File: config.mk
export PLATFORM = sky130hd
export DESIGN_NAME = velocity_ramp_with_stop_profile_unit
export DESIGN_NICKNAME = d
export VERILOG_FILES = /design/src/vrsp_pkg.sv /design/src/vrsp_seq.sv /design/src/vrsp_dp.sv /design/src/velocity_ramp_with_stop_profile_unit.sv
export VERILOG_INCLUDE_DIRS = /design/src /design/src/src
export SDC_FILE = /design/constraint.sdc
export NUM_CORES = 2
export LEC_CHECK = 0
export BUFFER_PORTS_ARGS = -buffer_cell sky130_fd_sc_hd__buf_2
export CAP_MARGIN = 20
export CORE_MARGIN = 3
export CORE_UTILIZATION = 54
export CTS_BUF_LIST = sky130_fd_sc_hd__clkbuf_16
export DETAILED_ROUTE_END_ITERATION = 8
export PLACE_DENSITY = 0.77
export SETUP_SLACK_MARGIN = 0.5
export SYNTH_ARGS = -nofsm -noshare
export SYNTH_HDL_FRONTEND = slang
export SYNTH_HIERARCHICAL = 1
export SYNTH_SLANG_ARGS = --single-unit
File: constraint.sdc
create_clock -name clk -period 20.9 [get_ports clk]
set_input_delay 1.045 -clock clk [delete_from_list [all_inputs] [get_ports clk]]
set_output_delay 1.045 -clock clk [all_outputs]
set_load 0.1 [all_outputs]
File: src/velocity_ramp_with_stop_profile_unit_assert.svh
// assertion macros for the velocity ramp unit
// expects clk and rst_n in the scope of the module that uses them
`ifndef VELOCITY_RAMP_WITH_STOP_PROFILE_UNIT_ASSERT_SVH
`define VELOCITY_RAMP_WITH_STOP_PROFILE_UNIT_ASSERT_SVH

// same-cycle implication
`define VRSP_ASSERT_IMP(label, ante, cons, msg) \
  label: assert property (@(posedge clk) disable iff (!rst_n) (ante) |-> (cons)) \
    else $error(msg);

// next-cycle implication
`define VRSP_ASSERT_NXT(label, ante, cons, msg) \
  label: assert property (@(posedge clk) disable iff (!rst_n) (ante) |=> (cons)) \
    else $error(msg);

`endif

File: src/vrsp_pkg.sv
// shared types, widths, step codes and microcode rom for the velocity ramp unit
// no dependencies
package vrsp_pkg;

  localparam int SPEED_W  = 16;
  localparam int ACCEL_W  = 16;
  localparam int DIST_W   = 25;
  localparam int PROD_W   = 42;   // 2*accel*|d| fits in 41 bits, kept even for the root
  localparam int ROOT_W   = PROD_W / 2;
  localparam int CNT_W    = $clog2(ROOT_W);
  localparam int CFG_IDX_W = 1;

  // register indexes
  localparam logic [CFG_IDX_W-1:0] REG_TARGET_SPEED   = 1'd0;
  localparam logic [CFG_IDX_W-1:0] REG_ACCEL_PER_TICK = 1'd1;

  // program steps
  localparam int STEP_W = 3;
  localparam logic [STEP_W-1:0] STEP_IDLE   = 3'd0;
  localparam logic [STEP_W-1:0] STEP_MUL    = 3'd1;
  localparam logic [STEP_W-1:0] STEP_SQINIT = 3'd2;
  localparam logic [STEP_W-1:0] STEP_SQ     = 3'd3;
  localparam logic [STEP_W-1:0] STEP_CLAMP  = 3'd4;
  localparam logic [STEP_W-1:0] STEP_RAMP   = 3'd5;

  // sequencing conditions
  localparam int COND_W = 3;
  localparam logic [COND_W-1:0] COND_NEXT     = 3'd0;
  localparam logic [COND_W-1:0] COND_GOTO     = 3'd1;
  localparam logic [COND_W-1:0] COND_IN_WAIT  = 3'd2;
  localparam logic [COND_W-1:0] COND_LOOP     = 3'd3;
  localparam logic [COND_W-1:0] COND_OUT_WAIT = 3'd4;

  typedef struct packed {
    logic latch_in;
    logic mul_en;
    logic sq_init;
    logic sq_step;
    logic clamp_en;
    logic ramp_en;
  } ctrl_t;

  typedef struct packed {
    logic [COND_W-1:0] cond;
    logic [STEP_W-1:0] target;
    ctrl_t             op;
  } cw_t;

  function automatic cw_t rom(input logic [STEP_W-1:0] step);
    cw_t cw;
    cw = '0;
    case (step)
      STEP_IDLE: begin
        cw.cond = COND_IN_WAIT;
        cw.target = STEP_RAMP;      // plain tick skips the root
        cw.op.latch_in = 1'b1;
      end
      STEP_MUL: begin
        cw.cond = COND_NEXT;
        cw.op.mul_en = 1'b1;
      end
      STEP_SQINIT: begin
        cw.cond = COND_NEXT;
        cw.op.sq_init = 1'b1;
      end
      STEP_SQ: begin
        cw.cond = COND_LOOP;
        cw.target = STEP_SQ;
        cw.op.sq_step = 1'b1;
      end
      STEP_CLAMP: begin
        cw.cond = COND_NEXT;
        cw.op.clamp_en = 1'b1;
      end
      STEP_RAMP: begin
        cw.cond = COND_OUT_WAIT;
        cw.target = STEP_IDLE;
        cw.op.ramp_en = 1'b1;
      end
      default: begin
        cw.cond = COND_GOTO;
        cw.target = STEP_IDLE;
      end
    endcase
    return cw;
  endfunction

endpackage

File: src/vrsp_seq.sv
// microcode sequencer: step counter, loop counter and control rom lookup
// depends on vrsp_pkg and the assertion macro header
`include "velocity_ramp_with_stop_profile_unit_assert.svh"

module vrsp_seq (
  input  logic           clk,
  input  logic           rst_n,
  input  logic           in_valid,
  input  logic           in_command,
  input  logic           out_busy,
  output logic           in_ready,
  output vrsp_pkg::ctrl_t ctrl
);

  logic [vrsp_pkg::STEP_W-1:0] pc_r, pc_nxt;
  logic [vrsp_pkg::CNT_W-1:0]  cnt_r, cnt_nxt;
  vrsp_pkg::cw_t               cw;
  logic                        fire;

  assign cw = vrsp_pkg::rom(pc_r);
  assign in_ready = (cw.cond == vrsp_pkg::COND_IN_WAIT);
  assign ctrl = fire ? cw.op : '0;

  always_comb begin
    pc_nxt = pc_r;
    cnt_nxt = cnt_r;
    fire = 1'b1;
    case (cw.cond)
      vrsp_pkg::COND_NEXT: begin
        pc_nxt = pc_r + vrsp_pkg::STEP_W'(1);
      end
      vrsp_pkg::COND_GOTO: begin
        pc_nxt = cw.target;
      end
      vrsp_pkg::COND_IN_WAIT: begin
        fire = in_valid;
        if (in_valid) begin
          pc_nxt = in_command ? pc_r + vrsp_pkg::STEP_W'(1) : cw.target;
        end
      end
      vrsp_pkg::COND_LOOP: begin
        if (cnt_r != '0) begin
          pc_nxt = cw.target;
          cnt_nxt = cnt_r - vrsp_pkg::CNT_W'(1);
        end else begin
          pc_nxt = pc_r + vrsp_pkg::STEP_W'(1);
        end
      end
      vrsp_pkg::COND_OUT_WAIT: begin
        fire = !out_busy;
        if (!out_busy) begin
          pc_nxt = cw.target;
        end
      end
      default: begin
        pc_nxt = vrsp_pkg::STEP_IDLE;
      end
    endcase
    if (fire && cw.op.sq_init) begin
      cnt_nxt = vrsp_pkg::CNT_W'(vrsp_pkg::ROOT_W - 1);
    end
  end

  always_ff @(posedge clk) begin
    if (!rst_n) begin
      pc_r <= vrsp_pkg::STEP_IDLE;
      cnt_r <= '0;
    end else begin
      pc_r <= pc_nxt;
      cnt_r <= cnt_nxt;
    end
  end

  `VRSP_ASSERT_NXT(a_accept_dispatch, in_valid && in_ready, (pc_r == vrsp_pkg::STEP_MUL) || (pc_r == vrsp_pkg::STEP_RAMP), "accepted word did not dispatch")
  `VRSP_ASSERT_NXT(a_root_loop_holds, (pc_r == vrsp_pkg::STEP_SQ) && (cnt_r != '0), pc_r == vrsp_pkg::STEP_SQ, "root loop left early")
  `VRSP_ASSERT_NXT(a_root_count_load, pc_r == vrsp_pkg::STEP_SQINIT, (pc_r == vrsp_pkg::STEP_SQ) && (cnt_r == vrsp_pkg::CNT_W'(vrsp_pkg::ROOT_W - 1)), "root count not loaded")

endmodule

File: src/vrsp_dp.sv
// datapath: config registers, multiplier, bit-pair root, goal clamp, ramp and output register
// depends on vrsp_pkg, driven by the control word of vrsp_seq
module vrsp_dp #(
  parameter int FRACTION_BITS = 10,
  parameter int ACCEL_SHIFT   = 0
) (
  input  logic                                clk,
  input  logic                                rst_n,
  input  vrsp_pkg::ctrl_t                     ctrl,
  input  logic                                cfg_we,
  input  logic [vrsp_pkg::CFG_IDX_W-1:0]      cfg_index,
  input  logic [vrsp_pkg::ACCEL_W-1:0]        cfg_data,
  input  logic signed [vrsp_pkg::DIST_W-1:0]  in_remaining_distance,
  input  logic                                out_ready,
  output logic                                out_valid,
  output logic signed [vrsp_pkg::SPEED_W-1:0] out_speed_out,
  output logic                                out_busy
);

  localparam int VEL_W = vrsp_pkg::SPEED_W + FRACTION_BITS;
  localparam int ACC_W = vrsp_pkg::ACCEL_W + ACCEL_SHIFT;
  localparam int SUM_W = VEL_W + ACC_W + 1;
  localparam int CV_W  = vrsp_pkg::ROOT_W + 2;

  logic signed [vrsp_pkg::SPEED_W-1:0] target_r;
  logic [vrsp_pkg::ACCEL_W-1:0]        accel_r;
  logic signed [vrsp_pkg::DIST_W-1:0]  dist_r;
  logic [vrsp_pkg::PROD_W-1:0]         prod_r;
  logic [vrsp_pkg::PROD_W-1:0]         x_r, r_r, bit_r;
  logic signed [vrsp_pkg::SPEED_W-1:0] goal_r;
  logic signed [VEL_W-1:0]             vel_r;
  logic                                out_valid_r;
  logic signed [vrsp_pkg::SPEED_W-1:0] out_speed_r;

  logic [vrsp_pkg::DIST_W-1:0]         mag;
  logic [vrsp_pkg::PROD_W-1:0]         try_sum;
  logic signed [CV_W-1:0]              cv, tx;
  logic signed [vrsp_pkg::SPEED_W-1:0] goal_clamped;
  logic signed [SUM_W-1:0]             g_s, v_s, a_s, t_s, vn_s;

  assign out_valid = out_valid_r;
  assign out_speed_out = out_speed_r;
  assign out_busy = out_valid_r && !out_ready;

  always_ff @(posedge clk) begin
    if (!rst_n) begin
      target_r <= '0;
      accel_r <= '0;
    end else if (cfg_we) begin
      case (cfg_index)
        vrsp_pkg::REG_TARGET_SPEED:   target_r <= cfg_data;
        vrsp_pkg::REG_ACCEL_PER_TICK: accel_r <= cfg_data;
        default: ;
      endcase
    end
  end

  // magnitude of the distance, full 2^24 case fits unsigned
  assign mag = dist_r[vrsp_pkg::DIST_W-1] ? vrsp_pkg::DIST_W'(-dist_r)
                                          : vrsp_pkg::DIST_W'(dist_r);

  assign try_sum = r_r + bit_r;

  // signed root, clamp on target side, saturate on the other
  always_comb begin
    cv = CV_W'(r_r[vrsp_pkg::ROOT_W-1:0]);
    if (dist_r[vrsp_pkg::DIST_W-1]) begin
      cv = -cv;
    end
    tx = CV_W'(target_r);
    if (!target_r[vrsp_pkg::SPEED_W-1]) begin
      if (cv > tx) cv = tx;
    end else begin
      if (cv < tx) cv = tx;
    end
    if (cv > CV_W'(32'sd32767)) cv = CV_W'(32'sd32767);
    if (cv < -CV_W'(32'sd32768)) cv = -CV_W'(32'sd32768);
    goal_clamped = cv[vrsp_pkg::SPEED_W-1:0];
  end

  // ramp toward goal, stop on it
  always_comb begin
    g_s = SUM_W'(goal_r) <<< FRACTION_BITS;
    v_s = SUM_W'(vel_r);
    a_s = $signed(SUM_W'(accel_r)) <<< ACCEL_SHIFT;
    vn_s = v_s;
    t_s = v_s;
    if (v_s < g_s) begin
      t_s = v_s + a_s;
      vn_s = (t_s > g_s) ? g_s : t_s;
    end else if (v_s > g_s) begin
      t_s = v_s - a_s;
      vn_s = (t_s < g_s) ? g_s : t_s;
    end
  end

  always_ff @(posedge clk) begin
    if (ctrl.latch_in) begin
      dist_r <= in_remaining_distance;
      goal_r <= target_r;
    end
    if (ctrl.mul_en) begin
      prod_r <= vrsp_pkg::PROD_W'({accel_r, 1'b0}) * vrsp_pkg::PROD_W'(mag);
    end
    if (ctrl.sq_init) begin
      x_r <= prod_r;
      r_r <= '0;
      bit_r <= vrsp_pkg::PROD_W'(1) << (vrsp_pkg::PROD_W - 2);
    end else if (ctrl.sq_step) begin
      if (x_r >= try_sum) begin
        x_r <= x_r - try_sum;
        r_r <= (r_r >> 1) + bit_r;
      end else begin
        r_r <= r_r >> 1;
      end
      bit_r <= bit_r >> 2;
    end
    if (ctrl.clamp_en) begin
      goal_r <= goal_clamped;
    end
    if (ctrl.ramp_en) begin
      out_speed_r <= vn_s[VEL_W-1:FRACTION_BITS];
    end
  end

  always_ff @(posedge clk) begin
    if (!rst_n) begin
      vel_r <= '0;
      out_valid_r <= 1'b0;
    end else begin
      if (ctrl.ramp_en) begin
        vel_r <= vn_s[VEL_W-1:0];
        out_valid_r <= 1'b1;
      end else if (out_ready) begin
        out_valid_r <= 1'b0;
      end
    end
  end

endmodule

File: src/velocity_ramp_with_stop_profile_unit.sv
// top level of the velocity ramp unit with stop-to-position profile
// depends on vrsp_pkg, vrsp_seq and vrsp_dp
//
// Each accepted word is one control tick. The unit keeps a signed fixed-point
// velocity (FRACTION_BITS fraction bits) and moves it toward a goal by at most
// accel_per_tick << ACCEL_SHIFT per tick, stopping exactly on the goal; one
// result word carries the integer part (arithmetic shift, rounds toward minus
// infinity). A plain tick (command 0) goes from acceptance straight to the
// ramp toward target_speed. A stop tick (command 1) first forms
// sign(d) * floor(sqrt(2 * accel_per_tick * |d|)), clamps it so it never
// passes target_speed on target_speed's side and saturates it to 16 bits on
// the other, then ramps; it forms the root by the 21-step bit-pair
// square root that the sequencer runs on one shared add/compare unit. The
// next word is accepted once the previous tick has reached the output
// register, so a result waiting on out_ready only delays a second one.
// Configuration writes are taken at once and belong to idle periods.
module velocity_ramp_with_stop_profile_unit #(
  parameter int FRACTION_BITS = 10,
  parameter int ACCEL_SHIFT   = 0
) (
  input  logic                                clk,
  input  logic                                rst_n,
  // configuration write port
  input  logic                                cfg_we,
  input  logic [vrsp_pkg::CFG_IDX_W-1:0]      cfg_index,
  input  logic [vrsp_pkg::ACCEL_W-1:0]        cfg_data,
  // input words
  input  logic                                in_valid,
  output logic                                in_ready,
  input  logic                                in_command,
  input  logic signed [vrsp_pkg::DIST_W-1:0]  in_remaining_distance,
  // result words
  output logic                                out_valid,
  input  logic                                out_ready,
  output logic signed [vrsp_pkg::SPEED_W-1:0] out_speed_out
);

  vrsp_pkg::ctrl_t ctrl;   // gated control word for this cycle
  logic            out_busy;

  // step counter, loop counter and control rom
  vrsp_seq u_seq (
    .clk        (clk),
    .rst_n      (rst_n),
    .in_valid   (in_valid),
    .in_command (in_command),
    .out_busy   (out_busy),
    .in_ready   (in_ready),
    .ctrl       (ctrl)
  );

  // arithmetic, state and output register
  vrsp_dp #(
    .FRACTION_BITS (FRACTION_BITS),
    .ACCEL_SHIFT   (ACCEL_SHIFT)
  ) u_dp (
    .clk                   (clk),
    .rst_n                 (rst_n),
    .ctrl                  (ctrl),
    .cfg_we                (cfg_we),
    .cfg_index             (cfg_index),
    .cfg_data              (cfg_data),
    .in_remaining_distance (in_remaining_distance),
    .out_ready             (out_ready),
    .out_valid             (out_valid),
    .out_speed_out         (out_speed_out),
    .out_busy              (out_busy)
  );

endmodule

==> results.md <==
* Status: completed
* Vias at 27510
* Post-synth ARST share at 0
* Dominant cells by area after synthesis: fa_1, edfxtp_1, ha_1
* Num CTS Buffers at 34
* Post-Syn Area at 33020 um2
* IO buf count at 65
* H-tree depth at 2
* Vias per std cell at 5.943
* Post-route setup slack at 11.34 ns
* # DRC at 0
* WHS Path Cells at 2
* Worst hold start: u_dp/target_r[1]$_SDFFE_PN0P_
* Post-route setup TNS at 0 ns
* Setup WS pre-CTS at 11.57 ns
* Worst Path Max Fanout at 13
* Row cnt at 90
* Cell count of the worst reg-to-reg path at 26
* Post-CTS setup buffers at 0
* Final worst path period share at 0.4575
* Die area at 64160 um2
* Worst Tran Pin Value at 1.174 ns
* Max-cap violations at 0
* Wire per inst at 19.11 um
* CTS clk-pin slew, worst paths at 0.06 ns
* Syn Inst Count at 3851
* Routed Antenna Nets at 0
* Total grt overflow at 0
* Slowest CP cell: a2111oi_0
* Worst path most repeated cell: fa_1
* Starting density of the core at 0.5461
* RR Endpoint: u_dp/prod_r[35]$_DFFE_PP_
* Required @ worst endpoint at 21.17 ns
* Seq cells post-synth at 270
* Vias in the first global route at 26960
* Fmax at ~0.10 GHz
* DRT Wirelength at roughly 88000 um
* RSZ-0062 raised after global routing: no
* Clk_lat worst skew at 0.57 ns
* Core box area at around 60000 um2
* Syn nets at 4534
* Hold WC Path Type: flop to flop
* Final Slew Violations at 0
* Detailed placer's ending HPWL at about 67000 um
* TritonCTS clock tree: done
* WP buf/inv at 5
* Hold path endpoint: u_dp/target_r[1]$_SDFFE_PN0P_
* Die X at approximately 250 um
* Hold Buf Count CTS at 0
* CP endpoint kind: flop
* Synth cell types at 97
* Gp weighted congestion at 0.9566
* Synth top area share at 0.1958
* RR Startpoint: u_dp/dist_r[0]$_DFFE_PP_
* Endpoints failing setup at 0
* Startpoint Class: flop
* Worst path max stage delay at 0.86 ns
* GRT Util Overall at 0.2763
* Ports at 66
* CP arrival at slightly below 10 ns
* Root buffer cell: clkbuf_16
* Setup CP Type: flop to flop
* Nets at 4504
* Die Y at between 200 and 300 um
* Drt first pass iters at 6
* Post-Syn Area per Cell at between 8 and 9 um2
* Clock sinks at 270
* Fin. Hold Viols at 0
* Sequential-to-total area share from yosys stat at 0.2061
* DR iter-0 viols at around 2300
* Maximum clock insertion buffer count at 3
* Largest area contributor in the netlist: fa_1
* Yosys warns at 6
* Initial antenna violation count at 1
* Post-synth EDFFs at 140
* Share of post-route cells with drive strength above 1 at 0.05954
* Crit path max-delay family: adder cells
* Max_slew headroom at 0.2165
* First-pass GRT wire length at 141400 um
* Design Area, Final at 35190 um2
* CTS resizes at 0
* Ant. Diodes at 0
* Reg2reg setup slack at 11.34 ns
* Area after DPL at 34060 um2
* Area Overhead vs Synth at 6.555%
* Top_reg_cell synth: edfxtp_1
* Final critical-path required period at 9.562 ns
* Largest net degree at the start of global routing at 85
* Clock skew at about 0.049 ns
[synthesized netlist by cell type, drive strengths merged, types with 29 or more instances]
library cell	n
o21ai	170
xnor2	148
nand3	50
dfxtp	130
ha	312
a21oi	208
clkbuf	165
a21o	64
nor2	253
nand2	521
inv	456
or3	33
and2	128
fa	323
a31oi	43
nand4	30
mux2i	37
a211oi	53
nand2b	42
edfxtp	140
nor2b	29
nor3	63
o21bai	48
xor2	79
[cell families (layout without fill, tap and decap cells)]
group | after synthesis | count (layout) | synth area share
buffers and inverters | 644 | 639 | 0.07411
xor gates and xnor gates | 227 | 227 | 0.06021
and+or+nand+nor | 1246 | 1246 | 0.1768
DFF | 270 | 270 | 0.2061
muxes | 46 | 46 | 0.01440
adders and majority gates | 635 | 635 | 0.3140
AOI/OAI and AO/OA | 783 | 783 | 0.1544
[per-layer routing]
metal	global-route usage	wire length (um)	up-vias
met1	0.3665	36980	13230
met4	0.1096	3774	0
met3	0.04735	7068	253
met2	0.4522	40610	1118
li1	-	-	12910
met5	0	0	-
[cells in the final DEF, fill, tap and decap left out, drive strengths merged, types with 122 or more instances in the layout]
cell,Yosys,routed
nor2,253,253
inv,456,465
ha,312,312
buf,23,122
edfxtp,140,140
a21oi,208,208
xnor2,148,148
nand2,521,521
fa,323,323
and2,128,128
o21ai,170,170
dfxtp,130,130
[cell type report]
cell class                 count  area [um2]
fill                        5263       25280
clock inverter                25       214.0
sequential                   270        6807
timing repair buffer         122       750.7
tap                          782       978.4
multi-input combinational   2937       23820
inverter                     456        1714
clock buffer                  36       900.9
[metrics by stage]
step	cells	util	hold slack, ns
3_5_place_dp	4565	0.5633	0.4765
6_report	4628	0.5819	0.4870
5_1_grt	4628	0.5819	0.5247
3_3_place_gp	4564	0.5631	0.4694
4_1_cts	4626	0.5817	0.4856
2_1_floorplan	3851	-	0.4496
[worst min-delay path, delay by kind of cell (launching register included)]
family / cells / cell delay, ns
AND/OR/NAND/NOR: 1 / 0.06
AO/OA/AOI/OAI: 1 / 0.05
flip-flops: 1 / 0.33
[registers in the layout, summed over array words and instances (netlist names)]
name / flops
u_dp/out_valid: 1
u_dp/target_r: 16
u_dp/x_r: 42
u_dp/accel_r: 16
u_seq/pc_r: 3
u_dp/bit_r: 21
u_dp/vel_r: 26
u_dp/prod_r: 41
u_dp/dist_r: 25
u_dp/r_r: 42
u_dp/out_speed_out: 16
u_seq/cnt_r: 5
u_dp/goal_r: 16
[worst max-delay path by stage]
stage	end	slack, ns	from	depth (start not counted)
2_1_floorplan	u_dp/prod_r[35]$_DFFE_PP_	12.53	u_dp/dist_r[0]$_DFFE_PP_	29
3_5_place_dp	u_dp/prod_r[35]$_DFFE_PP_	11.57	u_dp/dist_r[0]$_DFFE_PP_	26
6_report	u_dp/prod_r[35]$_DFFE_PP_	11.34	u_dp/dist_r[0]$_DFFE_PP_	26
5_1_grt	u_dp/prod_r[35]$_DFFE_PP_	11.07	u_dp/dist_r[0]$_DFFE_PP_	26
3_3_place_gp	u_dp/prod_r[39]$_DFFE_PP_	11.94	u_dp/dist_r[0]$_DFFE_PP_	29
4_1_cts	u_dp/prod_r[35]$_DFFE_PP_	11.48	u_dp/dist_r[0]$_DFFE_PP_	26
Power is left out: the tool's default activity adds up to more than one toggle a clock period on the data nets, which glitch-free logic cannot reach.
